`src/sv/pidr2m_pkg.sv`:
```
// Shared types and constants of the two-mode PID regulator.
// No dependencies; imported by every design file and by the interface file.
package pidr2m_pkg;

  localparam int GAIN_WIDTH      = 16;
  localparam int LIMIT_WIDTH     = 15;
  localparam int CFG_INDEX_WIDTH = 3;
  localparam int CFG_DATA_WIDTH  = 16;

  typedef enum logic [CFG_INDEX_WIDTH-1:0] {
    REG_MODE      = 3'd0,
    REG_PROP_GAIN = 3'd1,
    REG_INT_GAIN  = 3'd2,
    REG_DER_GAIN  = 3'd3,
    REG_INT_LIMIT = 3'd4,
    REG_OUT_LIMIT = 3'd5
  } cfg_index_t;

  // mode: 0 positional, 1 incremental
  typedef struct packed {
    logic                   mode;
    logic [GAIN_WIDTH-1:0]  kp;
    logic [GAIN_WIDTH-1:0]  ki;
    logic [GAIN_WIDTH-1:0]  kd;
    logic [LIMIT_WIDTH-1:0] ilim;
    logic [LIMIT_WIDTH-1:0] olim;
  } cfg_t;

endpackage

```
`src/sv/pidr2m_if.sv`:
```
// Channel interfaces of the two-mode PID regulator: samples, results, config writes.
// Depends on pidr2m_pkg for the config field widths.
interface pidr2m_in_if #(parameter int DATA_WIDTH = 16) ();
  logic                         valid;
  logic                         ready;
  logic signed [DATA_WIDTH-1:0] measured;
  logic signed [DATA_WIDTH-1:0] setpoint;

  modport source (output valid, output measured, output setpoint, input ready);
  modport sink   (input valid, input measured, input setpoint, output ready);
endinterface

interface pidr2m_out_if #(parameter int DATA_WIDTH = 16) ();
  logic                         valid;
  logic                         ready;
  logic signed [DATA_WIDTH-1:0] drive;
  logic                         saturated;

  modport source (output valid, output drive, output saturated, input ready);
  modport sink   (input valid, input drive, input saturated, output ready);
endinterface

interface pidr2m_cfg_if import pidr2m_pkg::*; ();
  logic                       valid;
  logic                       ready;
  logic [CFG_INDEX_WIDTH-1:0] index;
  logic [CFG_DATA_WIDTH-1:0]  data;

  modport source (output valid, output index, output data, input ready);
  modport sink   (input valid, input index, input data, output ready);
endinterface

```
`src/sv/pidr2m_cfg.sv`:
```
// Configuration register bank of the two-mode PID regulator.
// Depends on pidr2m_pkg and the config interface.
module pidr2m_cfg import pidr2m_pkg::*; (
  input  logic         clk,
  input  logic         rst,
  pidr2m_cfg_if.sink   cfg,
  output cfg_t         regs
);

  cfg_t regs_next;

  assign cfg.ready = 1'b1;

  always_comb begin
    regs_next = regs;
    if (cfg.valid) begin
      case (cfg_index_t'(cfg.index))
        REG_MODE:      regs_next.mode = cfg.data[0];
        REG_PROP_GAIN: regs_next.kp   = cfg.data[GAIN_WIDTH-1:0];
        REG_INT_GAIN:  regs_next.ki   = cfg.data[GAIN_WIDTH-1:0];
        REG_DER_GAIN:  regs_next.kd   = cfg.data[GAIN_WIDTH-1:0];
        REG_INT_LIMIT: regs_next.ilim = cfg.data[LIMIT_WIDTH-1:0];
        REG_OUT_LIMIT: regs_next.olim = cfg.data[LIMIT_WIDTH-1:0];
        default:       regs_next = regs;  // unmapped index, write dropped
      endcase
    end
  end

  always_ff @(posedge clk) begin
    if (rst) begin
      regs <= '0;
    end else begin
      regs <= regs_next;
    end
  end

endmodule

```
`src/sv/pidr2m_front.sv`:
```
// Front stage: sample register, error and its differences, the three gain products.
// Depends on pidr2m_pkg and the sample interface.
module pidr2m_front import pidr2m_pkg::*; #(
  parameter  int DATA_WIDTH = 16,
  localparam int MW         = DATA_WIDTH + GAIN_WIDTH + 4
) (
  input  logic                 clk,
  input  logic                 rst,
  pidr2m_in_if.sink            sample,
  input  cfg_t                 regs,
  input  logic                 adv,
  output logic                 prod_valid,
  output logic signed [MW-1:0] prod_p,
  output logic signed [MW-1:0] prod_i,
  output logic signed [MW-1:0] prod_d
);

  localparam int EW   = DATA_WIDTH + 1;
  localparam int DEW  = DATA_WIDTH + 2;
  localparam int DDEW = DATA_WIDTH + 3;

  logic                         s1_valid;
  logic signed [DATA_WIDTH-1:0] meas;
  logic signed [DATA_WIDTH-1:0] setp;
  logic signed [EW-1:0]         prev_err;
  logic signed [EW-1:0]         older_err;

  logic signed [EW-1:0]         err;
  logic signed [DEW-1:0]        derr;
  logic signed [DDEW-1:0]       dderr;
  logic signed [DDEW-1:0]       op_p;
  logic signed [DDEW-1:0]       op_i;
  logic signed [DDEW-1:0]       op_d;
  logic signed [GAIN_WIDTH:0]   kp_s;
  logic signed [GAIN_WIDTH:0]   ki_s;
  logic signed [GAIN_WIDTH:0]   kd_s;
  logic signed [MW-1:0]         mul_p;
  logic signed [MW-1:0]         mul_i;
  logic signed [MW-1:0]         mul_d;

  assign sample.ready = adv;

  always_comb begin
    err   = EW'(setp) - EW'(meas);
    derr  = DEW'(err) - DEW'(prev_err);
    dderr = DDEW'(err) - DDEW'(prev_err) - DDEW'(prev_err) + DDEW'(older_err);
    // positional: kp*e, kd*de; incremental: kp*de, kd*dde
    op_p  = regs.mode ? DDEW'(derr) : DDEW'(err);
    op_i  = DDEW'(err);
    op_d  = regs.mode ? dderr : DDEW'(derr);
    kp_s  = $signed({1'b0, regs.kp});
    ki_s  = $signed({1'b0, regs.ki});
    kd_s  = $signed({1'b0, regs.kd});
    mul_p = op_p * kp_s;
    mul_i = op_i * ki_s;
    mul_d = op_d * kd_s;
  end

  always_ff @(posedge clk) begin
    if (rst) begin
      s1_valid   <= 1'b0;
      prod_valid <= 1'b0;
      prev_err   <= '0;
      older_err  <= '0;
    end else if (adv) begin
      s1_valid   <= sample.valid;
      prod_valid <= s1_valid;
      if (s1_valid) begin
        older_err <= prev_err;
        prev_err  <= err;
      end
    end
  end

  always_ff @(posedge clk) begin
    if (adv && sample.valid) begin
      meas <= sample.measured;
      setp <= sample.setpoint;
    end
    if (adv && s1_valid) begin
      prod_p <= mul_p;
      prod_i <= mul_i;
      prod_d <= mul_d;
    end
  end

endmodule

```
`src/sv/pidr2m_accum.sv`:
```
// Back stage: integral and running sums, both clamps, truncation, result register.
// Depends on pidr2m_pkg and the result interface.
module pidr2m_accum import pidr2m_pkg::*; #(
  parameter  int DATA_WIDTH     = 16,
  parameter  int GAIN_FRAC_BITS = 8,
  localparam int MW             = DATA_WIDTH + GAIN_WIDTH + 4
) (
  input  logic                 clk,
  input  logic                 rst,
  input  cfg_t                 regs,
  input  logic                 prod_valid,
  input  logic signed [MW-1:0] prod_p,
  input  logic signed [MW-1:0] prod_i,
  input  logic signed [MW-1:0] prod_d,
  pidr2m_out_if.source         result,
  output logic                 adv
);

  localparam int STW = LIMIT_WIDTH + GAIN_FRAC_BITS + 2;
  localparam int SW  = (MW + 2 > STW + 2) ? MW + 2 : STW + 2;

  logic                         out_valid;
  logic signed [DATA_WIDTH-1:0] out_drive;
  logic                         out_sat;
  logic signed [STW-1:0]        integral_sum;
  logic signed [STW-1:0]        running_output;

  logic signed [SW-1:0] ilim_s;
  logic signed [SW-1:0] olim_s;
  logic signed [SW-1:0] int_pre;
  logic signed [SW-1:0] int_new;
  logic signed [SW-1:0] base;
  logic signed [SW-1:0] sum;
  logic signed [SW-1:0] run_new;
  logic                 out_hit;
  logic signed [SW-1:0] mag;
  logic signed [SW-1:0] quo;
  logic signed [SW-1:0] trunc_val;

  function automatic logic signed [SW-1:0] clamp_abs(input logic signed [SW-1:0] x,
                                                     input logic signed [SW-1:0] lim);
    logic signed [SW-1:0] r;
    r = x;
    if (x > lim) begin
      r = lim;
    end else if (x < -lim) begin
      r = -lim;
    end
    return r;
  endfunction

  assign adv          = !(out_valid && !result.ready);
  assign result.valid = out_valid;
  assign result.drive = out_drive;
  assign result.saturated = out_sat;

  always_comb begin
    ilim_s  = $signed(SW'(regs.ilim) << GAIN_FRAC_BITS);
    olim_s  = $signed(SW'(regs.olim) << GAIN_FRAC_BITS);
    // incremental mode bounds the single ki*e term, positional the accumulated one
    int_pre = regs.mode ? SW'(prod_i) : SW'(integral_sum) + SW'(prod_i);
    int_new = clamp_abs(int_pre, ilim_s);
    base    = regs.mode ? SW'(running_output) : '0;
    sum     = base + SW'(prod_p) + int_new + SW'(prod_d);
    run_new = clamp_abs(sum, olim_s);
    out_hit = (sum > olim_s) || (sum < -olim_s);
    // truncate toward zero
    mag       = run_new[SW-1] ? -run_new : run_new;
    quo       = mag >> GAIN_FRAC_BITS;
    trunc_val = run_new[SW-1] ? -quo : quo;
  end

  always_ff @(posedge clk) begin
    if (rst) begin
      out_valid      <= 1'b0;
      integral_sum   <= '0;
      running_output <= '0;
    end else if (adv) begin
      out_valid <= prod_valid;
      if (prod_valid) begin
        integral_sum   <= int_new[STW-1:0];
        running_output <= run_new[STW-1:0];
      end
    end
  end

  always_ff @(posedge clk) begin
    if (adv && prod_valid) begin
      out_drive <= trunc_val[DATA_WIDTH-1:0];
      out_sat   <= out_hit;
    end
  end

endmodule

```
`src/sv/pid_regulator_two_mode.sv`:
```
// Two-mode PID regulator, positional or incremental, fixed-point gains.
// Channels: sample (sink) takes measured/setpoint, result (source) gives drive and
// saturated, cfg (sink) writes the six registers by index; all are valid/ready.
// One result per sample, in order. Pipeline of three register stages: sample
// register, product register (three gain multipliers), result register holding the
// clamped sum. Throughput is one sample per cycle while results are being taken;
// the integral and running-sum update is combinational within the back stage.
// cfg.ready is always high; registers are meant to be written with the pipe empty.
// While result is valid and not taken, the whole pipe holds and sample.ready is
// low; it rises again the cycle the result is taken, so nothing is lost.
// Synchronous reset empties the pipe and clears registers, error history, integral
// and running output to zero.
// Depends on pidr2m_pkg, pidr2m_if, pidr2m_cfg, pidr2m_front, pidr2m_accum.
module pid_regulator_two_mode import pidr2m_pkg::*; #(
  parameter int DATA_WIDTH     = 16,
  parameter int GAIN_FRAC_BITS = 8
) (
  input  logic          clk,
  input  logic          rst,
  pidr2m_in_if.sink     sample,
  pidr2m_out_if.source  result,
  pidr2m_cfg_if.sink    cfg
);

  localparam int MW = DATA_WIDTH + GAIN_WIDTH + 4;

  cfg_t                 regs;
  logic                 adv;
  logic                 prod_valid;
  logic signed [MW-1:0] prod_p;
  logic signed [MW-1:0] prod_i;
  logic signed [MW-1:0] prod_d;

  pidr2m_cfg u_cfg (
    .clk  (clk),
    .rst  (rst),
    .cfg  (cfg),
    .regs (regs)
  );

  pidr2m_front #(.DATA_WIDTH(DATA_WIDTH)) u_front (
    .clk        (clk),
    .rst        (rst),
    .sample     (sample),
    .regs       (regs),
    .adv        (adv),
    .prod_valid (prod_valid),
    .prod_p     (prod_p),
    .prod_i     (prod_i),
    .prod_d     (prod_d)
  );

  pidr2m_accum #(
    .DATA_WIDTH     (DATA_WIDTH),
    .GAIN_FRAC_BITS (GAIN_FRAC_BITS)
  ) u_accum (
    .clk        (clk),
    .rst        (rst),
    .regs       (regs),
    .prod_valid (prod_valid),
    .prod_p     (prod_p),
    .prod_i     (prod_i),
    .prod_d     (prod_d),
    .result     (result),
    .adv        (adv)
  );

endmodule

```
`src/flat_wrapper.sv`:
```
// flat-port wrapper written by rule: the top's interface ports become plain ports
module pid_regulator_two_mode_flat import pidr2m_pkg::*;
#(
  parameter int DATA_WIDTH     = 16,
  parameter int GAIN_FRAC_BITS = 8
)
  (clk, rst, sample_valid, sample_measured, sample_setpoint, sample_ready, result_valid, result_drive, result_saturated, result_ready, cfg_valid, cfg_index, cfg_data, cfg_ready);
  pidr2m_in_if #(.DATA_WIDTH(DATA_WIDTH)) sample_i ();
  pidr2m_out_if #(.DATA_WIDTH(DATA_WIDTH)) result_i ();
  pidr2m_cfg_if cfg_i ();
  input  logic clk;
  input  logic rst;
  input wire logic [$bits(sample_i.valid)-1:0] sample_valid;
  input wire logic [$bits(sample_i.measured)-1:0] sample_measured;
  input wire logic [$bits(sample_i.setpoint)-1:0] sample_setpoint;
  output wire logic [$bits(sample_i.ready)-1:0] sample_ready;
  output wire logic [$bits(result_i.valid)-1:0] result_valid;
  output wire logic [$bits(result_i.drive)-1:0] result_drive;
  output wire logic [$bits(result_i.saturated)-1:0] result_saturated;
  input wire logic [$bits(result_i.ready)-1:0] result_ready;
  input wire logic [$bits(cfg_i.valid)-1:0] cfg_valid;
  input wire logic [$bits(cfg_i.index)-1:0] cfg_index;
  input wire logic [$bits(cfg_i.data)-1:0] cfg_data;
  output wire logic [$bits(cfg_i.ready)-1:0] cfg_ready;
  assign sample_i.valid = sample_valid;
  assign sample_i.measured = sample_measured;
  assign sample_i.setpoint = sample_setpoint;
  assign sample_ready = sample_i.ready;
  assign result_valid = result_i.valid;
  assign result_drive = result_i.drive;
  assign result_saturated = result_i.saturated;
  assign result_i.ready = result_ready;
  assign cfg_i.valid = cfg_valid;
  assign cfg_i.index = cfg_index;
  assign cfg_i.data = cfg_data;
  assign cfg_ready = cfg_i.ready;
  pid_regulator_two_mode #(.DATA_WIDTH(DATA_WIDTH), .GAIN_FRAC_BITS(GAIN_FRAC_BITS)) u_core (.clk(clk), .rst(rst), .sample(sample_i), .result(result_i), .cfg(cfg_i));
endmodule
```
`config.mk`:
```
export PLATFORM = sky130hd
export DESIGN_NAME = pid_regulator_two_mode_flat
export DESIGN_NICKNAME = d
export VERILOG_FILES = /design/src/sv/pidr2m_pkg.sv /design/src/sv/pidr2m_if.sv /design/src/sv/pidr2m_cfg.sv /design/src/sv/pidr2m_front.sv /design/src/sv/pidr2m_accum.sv /design/src/sv/pid_regulator_two_mode.sv /design/src/flat_wrapper.sv
export SDC_FILE = /design/constraint.sdc
export NUM_CORES = 2
export LEC_CHECK = 0
export BUFFER_PORTS_ARGS = -buffer_cell sky130_fd_sc_hd__buf_2
export CAP_MARGIN = 20
export CORE_MARGIN = 4
export CORE_UTILIZATION = 49
export DETAILED_ROUTE_END_ITERATION = 10
export GPL_ROUTABILITY_DRIVEN = 0
export GPL_TIMING_DRIVEN = 0
export HOLD_SLACK_MARGIN = 0.15
export PLACE_DENSITY = 0.67
export REMOVE_ABC_BUFFERS = 1
export SYNTH_ARGS = -nofsm -noshare
export SYNTH_HDL_FRONTEND = slang
export SYNTH_SLANG_ARGS = --single-unit
```
`constraint.sdc`:
```
create_clock -name clk -period 13.63 [get_ports clk]
set_clock_uncertainty 0.15 [all_clocks]
set_input_delay 4.089 -clock clk [delete_from_list [all_inputs] [get_ports clk]]
set_output_delay 4.089 -clock clk [all_outputs]
set_load 0.05 [all_outputs]
```
# Yosys cells after proc, flatten, opt, wreduce, memory -nomap -nowiden
# Index checks and enable logic that the tools add are counted.
[word_totals] output_inout_bits=20 in_bits=56 word_cells=72 register_bits=321
[op_classes] magnitude_cmp=4 n_addsub=13 n_mux=10 bitwise=1 eq_ne=5 reduce_logical=16 n_mul=3
[op_table] operator="two-way mux 38 bit" n=6
[op_table] operator="adder 38 x 36 -> 38 bit" n=2
[op_table] operator="greater-than comparator 38 x 24 -> 1 bit" n=2
[op_table] operator="less-than comparator 38 bit" n=2
[op_table] operator="negation 23 -> 38 bit" n=2
[op_table] operator="multiplier 19 x 17 -> 36 bit" n=2
[op_table] operator="adder 38 bit" n=1
[op_table] operator="two-way mux 19 bit" n=2
[op_table] operator="subtractor 17 x 17 -> 18 bit" n=2
[op_table] operator="adder 25 x 34 -> 35 bit" n=1
[op_table] operator="multiplier 17 x 17 -> 34 bit" n=1
[op_table] operator="two-way mux 24 bit" n=1
[op_table] operator="negation 24 bit" n=1
[op_table] operator="adder 19 x 17 -> 19 bit" n=1
[op_table] operator="subtractor 18 x 17 -> 19 bit" n=1
[op_table] operator="subtractor 16 x 16 -> 17 bit" n=1
[op_table] operator="two-way mux 16 bit" n=1
[op_table] operator="negation 16 bit" n=1
[op_table] operator="AND reduction 2 bit" n=8
[op_table] operator="equality test 3 x 2 -> 1 bit, second input constant" n=2
[op_table] operator="equality test 3 bit, second input constant" n=2
[op_table] operator="logical AND 1 bit" n=4
[op_table] operator="equality test 3 x 1 -> 1 bit, second input constant" n=1
[op_table] operator="logical NOT 3 bit" n=1
[op_table] operator="other kinds (3)" n=4

# Logic depth before layout (Yosys ltp)
[logic_depth] ltp_word=14 depth_mapped=69 depth_no_buf=67

# Modules after synthesis
# Synthesis repeated with hierarchy kept, for this count alone.
[unflattened] cells_unflattened=6917 hier_area_um2=60720.7
[modules_own_cells] module="pidr2m_front" n_inst=1 cells_per_inst=4695 seq_area_each_um2=4864.7 area_per_inst_um2=43302.8
[modules_own_cells] module="pidr2m_accum" n_inst=1 cells_per_inst=1939 seq_area_each_um2=1531.5 area_per_inst_um2=14244.9
[modules_own_cells] module="pidr2m_cfg" n_inst=1 cells_per_inst=283 seq_area_each_um2=1581.5 area_per_inst_um2=3173.0

# Worst setup path before layout
# Ideal clock, no wire load.
[synth_timing] kind="register to register" from="register u_core.u_front.prod_i[0]" to="register u_core.u_accum.out_drive[14] (netlist: u_core.u_accum.result.drive[14]), data pin" stages_incl_launch_ff=62 path_slack_ps=485 synth_period_minus_slack_ps=13145 arrival_time_ps=12727 setup_time_ps=268 cell_sequence="edfxtp_1 ha_1 inv_1 fa_1 nor2b_1 o31a_1 o221a_2 a32o_1 nand2b_1 a41o_1 a21o_1 a41oi_1 xor2_1 o21ai_0 ha_1 nand3_1 nor3_1 nand3_1 [26 not listed] or4_1 a2111oi_0 o211ai_1 o21ai_0 nor3_1 a211oi_2 o211ai_1 maj3_2 o211ai_2 o21ai_2 mux2_1 mux2_2 or3_1 and4_1 o211ai_2 nor4b_1 a31oi_1 xor2_1"
[synth_via] elab_chain_cells=14 word_cells_on_any_way=16
[synth_rtl] item="start, declared" line="pidr2m_front.sv:14" text="output logic signed [MW-1:0] prod_i,"
[synth_rtl] item="start signal, assigned" line="pidr2m_front.sv:82" text="prod_i <= mul_i;"
[synth_rtl] item="adder 25 x 34 -> 35 bit" line="pidr2m_accum.sv:61" text="int_pre = regs.mode ? SW'(prod_i) : SW'(integral_sum) + SW'(prod_i);"
[synth_rtl] item="two-way mux 38 bit (*)" line="pidr2m_accum.sv:61"
[synth_rtl] item="less-than comparator 38 bit" line="pidr2m_accum.sv:46" text="end else if (x < -lim) begin"
[synth_rtl] item="two-way mux 38 bit" line="pidr2m_accum.sv:46"
[synth_rtl] item="two-way mux 38 bit (*)" line="pidr2m_accum.sv:44" text="if (x > lim) begin"
[synth_rtl] item="named net u_core.u_accum.int_new[2]" line="pidr2m_accum.sv:31" text="logic signed [SW-1:0] int_new;"
[synth_rtl] item="adder 38 bit (*)" line="pidr2m_accum.sv:64" text="sum = base + SW'(prod_p) + int_new + SW'(prod_d);"
[synth_rtl] item="adder 38 x 36 -> 38 bit (*)" line="pidr2m_accum.sv:64"
[synth_rtl] item="less-than comparator 38 bit" line="pidr2m_accum.sv:46"
[synth_rtl] item="two-way mux 38 bit" line="pidr2m_accum.sv:46"
[synth_rtl] item="two-way mux 38 bit (*)" line="pidr2m_accum.sv:44"
[synth_rtl] item="negation 24 bit" line="pidr2m_accum.sv:68" text="mag = run_new[SW-1] ? -run_new : run_new;"
[synth_rtl] item="two-way mux 24 bit" line="pidr2m_accum.sv:68"
[synth_rtl] item="negation 16 bit" line="pidr2m_accum.sv:70" text="trunc_val = run_new[SW-1] ? -quo : quo;"
[synth_rtl] item="two-way mux 16 bit (*)" line="pidr2m_accum.sv:70"
[synth_rtl] item="named net u_core.u_accum.trunc_val[14]" line="pidr2m_accum.sv:38" text="logic signed [SW-1:0] trunc_val;"
[synth_rtl] item="end signal, assigned" line="pidr2m_accum.sv:89" text="out_drive <= trunc_val[DATA_WIDTH-1:0];"
[synth_rtl] item="end, declared" line="pidr2m_accum.sv:23" text="logic signed [DATA_WIDTH-1:0] out_drive;"
# Mark *: on every way through the listed nets, which the timed path passes. The rest lies on a longest branch.
# A chain may end at the register's enable or synchronous reset.

# Final worst setup path
[layout_timing] from="register u_core.u_front.prod_i[0]" to="register u_core.u_accum.out_drive[12] (netlist: u_core.u_accum.result.drive[12]), data pin"
# Same word-level chain as after synthesis.

==> summary.md <==
| Metric | Value |
|---|---|
| Peak VDD IR | 0.220 mV |
| Setup crit end kind | flip-flop |
| Via count of the first global-routing pass | 44,400 |
| Top-level port count | 76 |
| Violation count after the first detailed-routing iteration | 2,955 |
| Post-detail-place hpwl | 120 mm |
| Post-detailed-route via-to-cell ratio | 5.48 |
| Failing checks | setup timing |
| Final slew viol count | 0 |
| Max incr delay on CP | 0.55 ns |
| Antenna-violating nets left | 0 |
| FFs w/ async S/R, synth | 0% |
| Netlist area before placement | 56,300 µm² |
| Max capacitance violation total | 0 |
| Number of buffers inserted for hold repair after clock tree synthesis | 0 |
| Number of antenna violations at the first check in global routing | 4 |
| Area leader, netlist | fa_1 |
| Setup TNS | -2.52 ns |
| CTS Buf Count | 41 |
| Number of nets in the finished design | 7,926 |
| Worst setup path class | flip-flop to flip-flop |
| Final count of hold timing violations | 0 |
| Mean instance size in the synthesized netlist | 8.78 µm² |
| Number of instances in the synthesized netlist | 6,408 |
| Pwr dens | 152 nW/µm² |
| Share of final-layout standard cells stronger than drive strength 1 | 8.47% |
| CTS Buffer Depth | 3 |
| Number of levels in the clock H-tree | 2 |
| DR WL/cell | 19.2 µm |
| Number of failing setup endpoints in the final timing report | 13 |
| Total Routing Usage GR | 25.5% |
| Number of port buffers | 74 |
| Highest attainable clock frequency | 71.4 MHz |
| Detailed-route DRC error count | 0 |
| Clock transition at the register clock pins on the worst setup and hold paths after CTS | 0.06 ns |
| Slew of the pin with the lowest slew margin | 1.13 ns |
| Number of register bits inferred by synthesis | 321 |
| Final Power | 9.38 mW |
| Die height | 347 µm |
| Startpoint type of the worst setup path | flip-flop |
| Unique cell type count in the Yosys netlist | between 90 and 100 |
| Total of fill cells in the finished design | 10,200 |
| Root cell of the clock tree | clkbuf_16 |
| Share of the clock period used by the worst path after layout | 103% |
| Required time of the critical path | roughly 14 ns |
| Via count | 43,600 |
| Wire length of the first global-routing pass | between 200 and 250 mm |
| Area growth syn-to-layout | 10.0% |
| Overflow after GRT | 0 |
| Core ar. | 114,000 µm² |
| Clock tree from TritonCTS | built |
| Total Die Area | 120,000 µm² |
| Cell with the largest stage delay on the worst path | o22ai_1 |
| Highest net fanout along the worst path | 10 |
| Highest-count cells in the layout ignoring fill and taps | inv_1, fa_1, nand2_1 |
| Count of flip-flops with a built-in enable after synthesis | about 160 |
| Starting density of the core | 49.3% |
| Dominant register cell in the synthesized netlist | dfxtp_1 |
| Run status | finished with violations |
| FF-to-FF path depth | slightly above 60 |
| YS warnings | 0 |
| Count of TritonRoute iterations in the first routing pass | 6 |
| Commonest non-fill, non-tap cell in the layout | inv_1 |
| Minimum setup slack in the final design | -0.368 ns |
| Cell Rows | 124 |
| Worst hold-check path type | flip-flop to flip-flop |
| Worst Hold Path Cells | 2 |
| Sequential fraction of the synthesis area | 14.2% |
| Signal arrival time at the worst endpoint | ~14 ns |
| Maximum number of pins on one net before global-route repair | 94 |
| Top cells by area in the synthesized netlist | fa_1, ha_1, inv_1, edfxtp_1, nand2_1 |
| Unrepaired setup endpoints after global routing | true |
| Die width | between 300 and 400 µm |
| Worst max-slew margin expressed relative to the limit | 24.9% |
| Share of the core filled with cells in the final layout | ~54% |
| Clk_lat worst skew | 0.63 ns |
| Count of antenna diodes in the layout | 0 |
| Area share of the largest cell type after synthesis | 34.8% |
| # clock sinks | 321 |
| Total length of routed wires | between 150 and 200 mm |
| Post-layout min period | 14.00 ns |
| Leakage power of the design | 27.6 nW |
-- through the flow --
step / hold slack [ns] / worst slack (ns) / instance area, µm² / cells
final: 0.302 / -0.368 / 61900 / 7959
after CTS: 0.303 / 0.00306 / 61100 / 7911
after detailed placement: 0.294 / -3.47 / 58500 / 7788
after global placement: 0.283 / -6.80 / 57600 / 7741
after floorplan: 0.271 / -1.37 / 55300 / 6155
after global routing: 0.329 / -0.686 / 61900 / 7959
-- layout make-up --
| type | instances | area, µm² | area share [%] |
|---|---|---|---|
| Clock inverter | 22 | 189 | 0.305 |
| Multi-Input combinational cell | 4560 | 44000 | 71.0 |
| Inverter | 1277 | 4830 | 7.80 |
| Tap cell | 1512 | 1890 | 3.05 |
| Clock buffer | 52 | 1150 | 1.85 |
| Timing Repair Buffer | 215 | 1930 | 3.12 |
| Sequential cell | 321 | 7980 | 12.9 |
-- where the power goes --
part	internal (mW)	switching, mW
clock	0.636	0.478
sequential	1.18	0.0661
combinational	2.84	4.19
total	4.65	4.73
-- per-layer routing --
metal	wire length (µm)	part of all wire (%)	vias to the layer above	GRT usage [%]
li1	-	-	19900	-
met1	63200	41	22000	34.1
met2	71300	47	1390	41.1
met3	10700	7.0	328	4.03
met4	7870	5.1	2	11.2
met5	13	0.0085	-	0
-- flip-flops by register name, indices dropped and copies added, names as in the netlist, 16 cells and up --
name and flops:
u_core.u_accum.result.drive 16, u_core.u_front.meas 16, u_core.u_front.prod_p 36, u_core.u_front.setp 16, u_core.u_cfg.regs 79, u_core.u_front.prod_d 36
u_core.u_front.prod_i 34, u_core.u_accum.integral_sum 25, u_core.u_front.older_err 17, u_core.u_front.prev_err 17, u_core.u_accum.running_output 25
-- timing repair --
item | 4_1_cts | 5_1_grt
endpoints found under the setup margin | 42 | 33
resized for setup | 168 | 117
cloned | 3 | 1
pin swaps | 58 | 104
setup buffers | 46 | 46
-- logic make-up (layout without fill, tap and decap cells) --
logic type | count (synthesis) | after routing | synth area share [%]
AOI/OAI and AO/OA | 863 | 865 | 9.44
xor gates and xnor gates | 223 | 223 | 3.47
adders and majority gates | 1456 | 1456 | 45.4
buffers and inverters | 1530 | 1566 | 10.3
DFF | 321 | 321 | 14.2
muxes | 37 | 37 | 0.705
other | 1 | 1 | 0.00666
and+or+nand+nor | 1977 | 1978 | 16.5
-- final timing paths --
kind | endpoint | startpoint | slack, ns
min reg2reg | u_core.u_accum.running_output[1] | u_core.u_accum.running_output[1] | 0.30
max reg2reg | u_core.u_accum.result.drive[12] | u_core.u_front.prod_i[0] | -0.37
min | u_core.u_accum.running_output[1] | u_core.u_accum.running_output[1] | 0.30
max | u_core.u_accum.result.drive[12] | u_core.u_front.prod_i[0] | -0.37
-- critical path, delay by kind of cell, from the launching register on --
kind	cells	cell delay [ns]
AO/OA/AOI/OAI	22	5.18
XOR/XNOR	3	0.55
adder cells (fa/ha/maj)	7	2.19
buffers and inverters	6	0.58
flip-flops	1	0.42
multiplexers	1	0.27
AND/OR/NAND/NOR	22	4.33
-- Yosys cell counts (36+ instances only) --
cell and number:
clkbuf_1 228, fa_1 978, inv_1 1272, dfxtp_1 166, nor2_1 245, a21o_1 68
o21ai_0 182, o21a_1 49, nor2b_1 47, a21oi_1 341, xor2_1 50, ha_1 476
or3_1 36, nor3_1 73, edfxtp_1 155, nand3_1 69, xnor2_1 173, and2_1 418
nand2_1 957
No activity file was read; power rests on OpenSTA's default activity.
